## src/rtl/core/bfifo_pkg.sv

```systemverilog
// bfifo_pkg: shared types and constants of the byte ring fifo
// holds the command codes, item structs and store geometry; no dependencies
package bfifo_pkg;

    // store geometry
    localparam int DEPTH_LOG2 = 10;
    localparam int DEPTH      = 1 << DEPTH_LOG2;
    localparam int ADDR_W     = DEPTH_LOG2;
    localparam int PTR_W      = DEPTH_LOG2 + 1;
    localparam int LG_W       = $clog2(DEPTH_LOG2 + 1);

    // fixed field widths
    localparam int DATA_W  = 8;
    localparam int COUNT_W = 11;
    localparam int CFG_W   = 4;
    localparam int CALC_W  = (PTR_W > COUNT_W) ? PTR_W : COUNT_W;

    // capacity register after reset
    localparam logic [CFG_W-1:0] CAP_LOG2_RESET = CFG_W'(10);

    // largest fill level the store can hold
    localparam logic [COUNT_W-1:0] FILL_MAX = COUNT_W'(DEPTH);

    // command codes
    typedef enum logic [1:0] {
        CMD_PUT     = 2'd0,
        CMD_GET     = 2'd1,
        CMD_SKIP    = 2'd2,
        CMD_RESERVE = 2'd3
    } cmd_t;

    // input item
    typedef struct packed {
        cmd_t                command;
        logic [DATA_W-1:0]   data_in;
        logic [COUNT_W-1:0]  count;
    } req_t;

    // result item
    typedef struct packed {
        logic                ok;
        logic [DATA_W-1:0]   data_out;
        logic [COUNT_W-1:0]  moved;
        logic [COUNT_W-1:0]  fill_level;
    } rsp_t;

    // store access from the controller
    typedef struct packed {
        logic                we;
        logic [ADDR_W-1:0]   addr;
        logic [DATA_W-1:0]   wdata;
    } ram_req_t;

endpackage

```

## src/rtl/core/bfifo_ctrl.sv

```systemverilog
// bfifo_ctrl: pointer registers, clamping and result registers of the byte fifo
// uses bfifo_pkg; drives the store through a ram_req_t and takes its read data
module bfifo_ctrl (
    input  logic                          clk,
    input  logic                          rst_n,
    input  logic                          start,
    input  bfifo_pkg::req_t               request,
    input  logic                          cfg_we,
    input  logic [bfifo_pkg::CFG_W-1:0]   cfg_data,
    input  logic [bfifo_pkg::DATA_W-1:0]  ram_rdata,
    output bfifo_pkg::ram_req_t           ram_req,
    output logic                          done,
    output bfifo_pkg::rsp_t               result
);

    logic [bfifo_pkg::CFG_W-1:0]   cap_log2_reg;
    logic [bfifo_pkg::PTR_W-1:0]   wp_reg, wp_next;
    logic [bfifo_pkg::PTR_W-1:0]   rp_reg, rp_next;
    logic                          done_reg;
    logic                          get_reg, get_next;
    logic                          ok_reg, ok_next;
    logic [bfifo_pkg::COUNT_W-1:0] moved_reg, moved_next;
    logic [bfifo_pkg::COUNT_W-1:0] fill_reg, fill_next;

    logic [bfifo_pkg::LG_W-1:0]    cap_lg;
    logic [bfifo_pkg::PTR_W-1:0]   cap;
    logic [bfifo_pkg::ADDR_W-1:0]  mask;
    logic [bfifo_pkg::PTR_W-1:0]   fill;
    logic [bfifo_pkg::PTR_W-1:0]   room;
    logic [bfifo_pkg::CALC_W-1:0]  cnt_ext;
    logic [bfifo_pkg::CALC_W-1:0]  clamp;
    logic [bfifo_pkg::PTR_W-1:0]   moved_ptr;
    logic [bfifo_pkg::PTR_W-1:0]   fill_after;

    // capacity in use, saturated at the store depth
    always_comb
    begin
        if (32'(cap_log2_reg) > bfifo_pkg::DEPTH_LOG2)
        begin
            cap_lg = bfifo_pkg::LG_W'(bfifo_pkg::DEPTH_LOG2);
        end
        else
        begin
            cap_lg = bfifo_pkg::LG_W'(cap_log2_reg);
        end
    end

    assign cap  = bfifo_pkg::PTR_W'(1) << cap_lg;
    assign mask = bfifo_pkg::ADDR_W'(cap - bfifo_pkg::PTR_W'(1));
    assign fill = wp_reg - rp_reg;
    assign room = (cap > fill) ? (cap - fill) : '0;

    // clamp of the count against fill level or free space
    always_comb
    begin
        cnt_ext = bfifo_pkg::CALC_W'(request.count);
        if (request.command == bfifo_pkg::CMD_SKIP)
        begin
            clamp = (cnt_ext > bfifo_pkg::CALC_W'(fill)) ? bfifo_pkg::CALC_W'(fill) : cnt_ext;
        end
        else
        begin
            clamp = (cnt_ext > bfifo_pkg::CALC_W'(room)) ? bfifo_pkg::CALC_W'(room) : cnt_ext;
        end
        moved_ptr = bfifo_pkg::PTR_W'(clamp);
    end

    // command decode: pointer update, store access and result fields
    always_comb
    begin
        wp_next       = wp_reg;
        rp_next       = rp_reg;
        ok_next       = 1'b0;
        get_next      = 1'b0;
        moved_next    = '0;
        ram_req.we    = 1'b0;
        ram_req.addr  = '0;
        ram_req.wdata = request.data_in;
        case (request.command)
            bfifo_pkg::CMD_PUT:
            begin
                ram_req.addr = wp_reg[bfifo_pkg::ADDR_W-1:0] & mask;
                if (room != '0)
                begin
                    ram_req.we = start;
                    wp_next    = wp_reg + bfifo_pkg::PTR_W'(1);
                    ok_next    = 1'b1;
                    moved_next = bfifo_pkg::COUNT_W'(1);
                end
            end
            bfifo_pkg::CMD_GET:
            begin
                ram_req.addr = rp_reg[bfifo_pkg::ADDR_W-1:0] & mask;
                if (fill != '0)
                begin
                    rp_next    = rp_reg + bfifo_pkg::PTR_W'(1);
                    ok_next    = 1'b1;
                    get_next   = 1'b1;
                    moved_next = bfifo_pkg::COUNT_W'(1);
                end
            end
            bfifo_pkg::CMD_SKIP:
            begin
                rp_next    = rp_reg + moved_ptr;
                ok_next    = (clamp != '0);
                moved_next = bfifo_pkg::COUNT_W'(clamp);
            end
            default:
            begin
                wp_next    = wp_reg + moved_ptr;
                ok_next    = (clamp != '0);
                moved_next = bfifo_pkg::COUNT_W'(clamp);
            end
        endcase
        fill_after = wp_next - rp_next;
        fill_next  = bfifo_pkg::COUNT_W'(fill_after);
    end

    // control state: capacity, pointers, result strobe
    always_ff @(posedge clk or negedge rst_n)
    begin
        if (!rst_n)
        begin
            cap_log2_reg <= bfifo_pkg::CAP_LOG2_RESET;
            wp_reg       <= '0;
            rp_reg       <= '0;
            done_reg     <= 1'b0;
            get_reg      <= 1'b0;
        end
        else
        begin
            done_reg <= start;
            if (cfg_we)
            begin
                cap_log2_reg <= cfg_data;
                wp_reg       <= '0;
                rp_reg       <= '0;
                get_reg      <= 1'b0;
            end
            else if (start)
            begin
                wp_reg  <= wp_next;
                rp_reg  <= rp_next;
                get_reg <= get_next;
            end
        end
    end

    // result payload
    always_ff @(posedge clk)
    begin
        if (start)
        begin
            ok_reg    <= ok_next;
            moved_reg <= moved_next;
            fill_reg  <= fill_next;
        end
    end

    assign done              = done_reg;
    assign result.ok         = ok_reg;
    assign result.data_out   = get_reg ? ram_rdata : '0;
    assign result.moved      = moved_reg;
    assign result.fill_level = fill_reg;

endmodule

```

## config.mk

```make
export PLATFORM = sky130hd
export DESIGN_NAME = bfifo_ctrl
export DESIGN_NICKNAME = d
export VERILOG_FILES = /design/src/rtl/core/bfifo_pkg.sv /design/src/rtl/core/bfifo_ctrl.sv
export SDC_FILE = /design/constraint.sdc
export NUM_CORES = 1
export LEC_CHECK = 0
export BUFFER_PORTS_ARGS = -buffer_cell sky130_fd_sc_hd__buf_2
export CAP_MARGIN = 20
export CORE_UTILIZATION = 40
export DETAILED_ROUTE_END_ITERATION = 10
export PLACE_DENSITY = 0.71
export SYNTH_ARGS = -nofsm -noshare
export SYNTH_HDL_FRONTEND = slang
export SYNTH_SLANG_ARGS = --single-unit
```

## constraint.sdc

```tcl
create_clock -name clk -period 9 [get_ports clk]
set_clock_uncertainty 0.1 [all_clocks]
set_input_delay 1.35 -clock clk [delete_from_list [all_inputs] [get_ports clk]]
set_output_delay 1.35 -clock clk [all_outputs]
set_load 0.02 [all_outputs]
```

Yosys cells after proc, flatten, opt, wreduce, memory -nomap -nowiden

Index checks and enable logic that the tools add are counted.

Logic and storage cells: 57
Register bits: 51

$lt $le $gt $ge: 4
Add/sub/neg operators: 8
Equality and inequality tests: 2
Bitwise gates (word level): 2
Shift-type cells: 1
Muxes and demuxes: 26
Reductions and logical operators: 6

Operators by type and width:

| operator                                                               | count |
|---|---|
| 11-bit two-way mux                                                     | 10 |
| 11-bit case mux with 2 select lines                                    | 3 |
| 11-bit > comparator                                                    | 3 |
| 11-bit nonzero test                                                    | 3 |
| 11-bit subtractor                                                      | 3 |
| 11-bit by 1-bit adder with 11-bit output (second input constant)       | 2 |
| 11-bit adder                                                           | 2 |
| 10-bit AND                                                             | 2 |
| 10-bit case mux with 2 select lines                                    | 1 |
| 1-bit by 4-bit left shift with 11-bit output (first input constant)    | 1 |
| 10-bit by 1-bit subtractor with 10-bit output (second input constant)  | 1 |
| 1-bit two-way mux                                                      | 9 |
| 8-bit two-way mux                                                      | 1 |
| 4-bit > comparator (second input constant)                             | 1 |
| 4-bit two-way mux                                                      | 1 |
| 2-bit by 1-bit equality test with 1-bit output (second input constant) | 1 |
| 2-bit equality test (second input constant)                            | 1 |
| 2-bit zero test                                                        | 1 |
| 1-bit case mux with 2 select lines                                     | 1 |
| 2-bit nonzero test                                                     | 1 |
| 2-bit OR reduction                                                     | 1 |

Longest topological paths before layout

Depth after elaboration: 12
Gate-level depth with buffers: 46
Mapped depth without buffers: 43

Worst setup path before layout

Ideal clock, no wire load.

Path kind: flip-flop to flip-flop
Start point: register wp_reg[0] (netlist name)
End point: register fill_reg[10] (netlist name), data pin
Path slack: 654 ps
Arrival: 7986 ps
Required time: 8640 ps
Cell stages (with the launch flop): 43
Path buffers: 2
Setup time: 260 ps
Cell sequence: dfrtp_1 > inv_1 > ha_1 > inv_1 > fa_1 > a211oi_2 > nor2_1 > o21a_1 > xnor2_1 > ha_1 > a21o_1 > a21o_1 > a21o_1 > a2111o_1 > and3_1 > buf_6 > nand2b_1 > ha_1 > [7 not listed] > a221o_1 > inv_1 > ha_1 > nor2b_1 > o21ai_0 > a21oi_1 > o21ai_0 > a21oi_1 > xor2_1 > o21ai_0 > a41oi_1 > o21a_1 > or3_1 > ha_1 > nand2_1 > o21ai_0 > xnor2_1 > xnor2_1

Word-level cells in the longest chain between the ends: 9

Ends and longest elaborated chain:

| what                                                            | line                                 | source |
|---|---|---|
| from (decl)                                                     | bfifo_ctrl.sv:17                     | `logic [bfifo_pkg::PTR_W-1:0] wp_reg, wp_next;` |
| from (signal assigned)                                          | bfifo_ctrl.sv:142                    | `wp_reg <= wp_next;` |
| 11-bit subtractor                                               | bfifo_ctrl.sv:50                     | `assign fill = wp_reg - rp_reg;` |
| 11-bit subtractor / 11-bit > comparator (equally long branches) | bfifo_ctrl.sv:51                     | `assign room = (cap > fill) ? (cap - fill) : '0;` |
| 11-bit two-way mux                                              | bfifo_ctrl.sv:51                     |  |
| 11-bit > comparator                                             | bfifo_ctrl.sv:63                     | `clamp = (cnt_ext > bfifo_pkg::CALC_W'(room)) ? bfifo_pkg::CALC_W'(room) : cnt_ext;` |
| 11-bit two-way mux                                              | bfifo_ctrl.sv:63                     |  |
| 11-bit two-way mux                                              | bfifo_ctrl.sv:57                     | `if (request.command == bfifo_pkg::CMD_SKIP)` |
| 11-bit adder, on equally long branches                          | bfifo_ctrl.sv:110, bfifo_ctrl.sv:104 |  |
| 11-bit case mux with 2 select lines                             | bfifo_ctrl.sv:79                     | `case (request.command)` |
| 11-bit subtractor *                                             | bfifo_ctrl.sv:115                    | `fill_after = wp_next - rp_next;` |
| via fill_after (one bit)                                        | bfifo_ctrl.sv:33                     | `logic [bfifo_pkg::PTR_W-1:0] fill_after;` |
| to (signal assigned)                                            | bfifo_ctrl.sv:156                    | `fill_reg <= fill_next;` |
| to (decl)                                                       | bfifo_ctrl.sv:23                     | `logic [bfifo_pkg::COUNT_W-1:0] fill_reg, fill_next;` |

The timed path passes the listed nets; every way through them passes the cells marked *.
A chain may end at the register's enable or synchronous reset.

Worst setup path in the final report

Same ends and word-level chain as after synthesis.

==> metrics <==
worst-margin pin slew=866 ps; worst vdd ir=0.107 mV; TNS Setup=0 ps; Main synth FF type=dfrtp_1; Avg Cell Area, Syn=8.04 µm²; outcome=finished clean; Synth area leader=ha_1; main area contributors after synthesis=ha_1, edfxtp_1, dfrtp_1; Crit-path slowest cell=a2111o_1; share of total power in combinational logic=68.7%; Final ANT Viol Nets=0; max_slew headroom=41.8%; worst hold slack=544 ps; vias in the first global route=6,500; post-synthesis xor/xnor area fraction=5.98%; CTS Sinks=51; clock-pin transition on the worst setup and hold timing paths=70 ps; antenna violations before repair=0; CP dominant cell by count=a21o_1; worst skew pair latency=310 ps; CP startpoint kind=flip-flop; Synth Area in Simple Gates=22.9%; Post-Synth Adder-Cell Area=15.9%; first-pass GRT wire length=35,500 µm; Setup CP Type=reg2reg; Post-Syn Nets=980; flop and latch count out of synthesis=51; H-tree depth=2; period utilisation layout=95.8%; area share of the largest cell type after synthesis=14.3%; switching share of power=48.1%; count leader, synth=ha_1; Core Box Area=16,700 µm²; FMAX=0.116 GHz; Routed WL=22,600 µm; DIE AREA=17,800 µm²; CP endpoint kind=flip-flop; vias per cell=6.19; ys async rst share=54.9%; reg2reg start=wp_reg[0]; pin count of the biggest net entering global routing=64; io pins=88; FILL cells=1,654; Die W=133 µm; RD Place Congestion=1.01; clock tree buffer depth=2; post-synthesis sequential area ratio=20.2%; Detailed Routing Iterations Pass 1=7; multiplexer share of the synthesized area=2.16%; synth-to-layout area growth=13.9%; Int Pwr=0.870 mW; Worst Path Max Fanout=6; Seq pwr share=19.2%; total CTS buffers=5; Std-Cell Rows=47; WL/cell=19.6 µm; CP Launch Point=wp_reg[0]; Register Area=1390 µm²; largest family of logic cells by synthesized area=compound AO/OA/AOI/OAI gates; hold buffers post-CTS=0; EDFF count, synth=23; port bufs=71; CTS tree=yes; hpwl dp=17,600 µm; Final Max Slew Viols=0; fin crit period=8620 ps; HP Class=reg2reg; slowest stage delay, CP=430 ps; Syn Inst Count=859; max_cap viols=0; Layout Cells excl Fill=1,154; Final Hold Fails=0; grt ovf=0; die height=133 µm; Final setup viols=0; iteration-0 DRC count of the detailed router=654; mapped cell area=6900 µm²; multi-input logic area=5150 µm²; share of layout cells above drive strength 1=18.2%; YS warnings=0; Hold Crit Start=get_reg; Starting Density=41.3%; placed cells=1,142; Ant. Diodes=0; Root Driver=clkbuf_16; critical path data arrival time=8580 ps; Compound-Gate Fraction of Synth Area=26.5%; Nets=1,054; sw power=0.808 mW; Clock power frac=12.1%; Yosys cell types=88; Power Density=213 nW/µm²; Leak=3.59 nW; routed via count=7,146; worst endpoint required time=8960 ps; gr usage total=25.3%; Synth top cells by count=ha_1, nor2_1, a21oi_1, inv_1, nand2_1; # DRC=0
==> power by group through the flow <==
stage	logic, mW	clock network (mW)	registers (mW)
after detailed placement	1.08	0	0.327
after global placement	1.08	0	0.327
after floorplan	0.725	0	0.362
after global routing	1.24	0.217	0.327
final	1.15	0.203	0.323
after CTS	1.09	0.209	0.322
==> kinds of logic after synthesis <==
| group | after synthesis |
|---|---|
| simple gates | 297 |
| compound gates | 266 |
| buf+inv | 102 |
| fa+ha+maj | 85 |
| flops | 51 |
| xor+xnor | 44 |
| mux | 14 |
==> final cells by class <==
cell class                      count  share of cell area, %
Clock inverter                      3                  0.334
Multi-Input combinational cell    706                   65.5
Tap cell                          220                   3.50
Sequential cell                    51                   17.7
Timing Repair Buffer              117                   8.91
Clock buffer                        5                   1.59
Inverter                           52                   2.48
==> layer usage <==
layer	track usage, %	part of all wire, %
met4	8.40	3.5
met5	0	0
met2	39.8	44
met3	4.76	9.7
met1	34.6	43
==> critical path, delay by kind of cell (launching register included) <==
family | cells | cell delay, ps
buffers and inverters | 4 | 460
adders and majority gates | 6 | 1670
muxes | 1 | 300
xor gates and xnor gates | 3 | 590
DFF | 1 | 380
AOI/OAI and AO/OA | 18 | 3770
and+or+nand+nor | 7 | 1070
==> repair_timing <==
action | CTS | global route
endpoints found under the setup margin | 0 | 4
buffers inserted | 0 | 4
gates resized for setup | 0 | 26
==> through the flow <==
stage / setup slack [ps] / area, µm² / utilization [%] / total power [mW]
after floorplan: 654 / 6900 / - / 1.09
after global placement: 224 / 7610 / 45.6 / 1.41
after detailed placement: 65.3 / 7610 / 45.6 / 1.41
after CTS: 36.8 / 7760 / 46.5 / 1.62
after global routing: -71.7 / 7870 / 47.1 / 1.79
final: 377 / 7870 / 47.1 / 1.68
==> placed cells by master (no fill, tap or decap), types with 7 or more instances in the layout <==
| cell type | count |
|---|---|
| o211ai_1 | 10 |
| and3_1 | 13 |
| a22oi_1 | 10 |
| nor3_1 | 20 |
| buf_2 | 71 |
| ha_1 | 78 |
| xor2_1 | 15 |
| a21oi_2 | 8 |
| nand4_1 | 16 |
| xnor2_1 | 26 |
| nor2_1 | 71 |
| o21a_1 | 13 |
| edfxtp_1 | 23 |
| o21ai_1 | 7 |
| nand3_1 | 25 |
| inv_1 | 51 |
| nand2_1 | 48 |
| a31oi_1 | 9 |
| mux2i_1 | 7 |
| o21ai_0 | 40 |
| a21oi_1 | 57 |
| a21o_1 | 24 |
| and2_1 | 22 |
| o21bai_1 | 8 |
| a211oi_1 | 12 |
| or3_1 | 7 |
| dfrtp_1 | 26 |
| buf_4 | 46 |
| nor2b_1 | 16 |
| nand2b_1 | 14 |
==> worst paths after layout <==
| check | depth (start not counted) | endpoint | slack, ps |
|---|---|---|---|
| hold / removal | 2 | get_reg | 540 |
| hold reg to reg | 2 | get_reg | 540 |
| min in group asynchronous | 1 | done | 1020 |
| setup reg to reg | 39 | fill_reg[10] | 380 |
| max in group asynchronous | 1 | wp_reg[1] | 7290 |
| setup / recovery | 39 | fill_reg[10] | 380 |
Note: power is estimated with default switching activity, not from simulation.
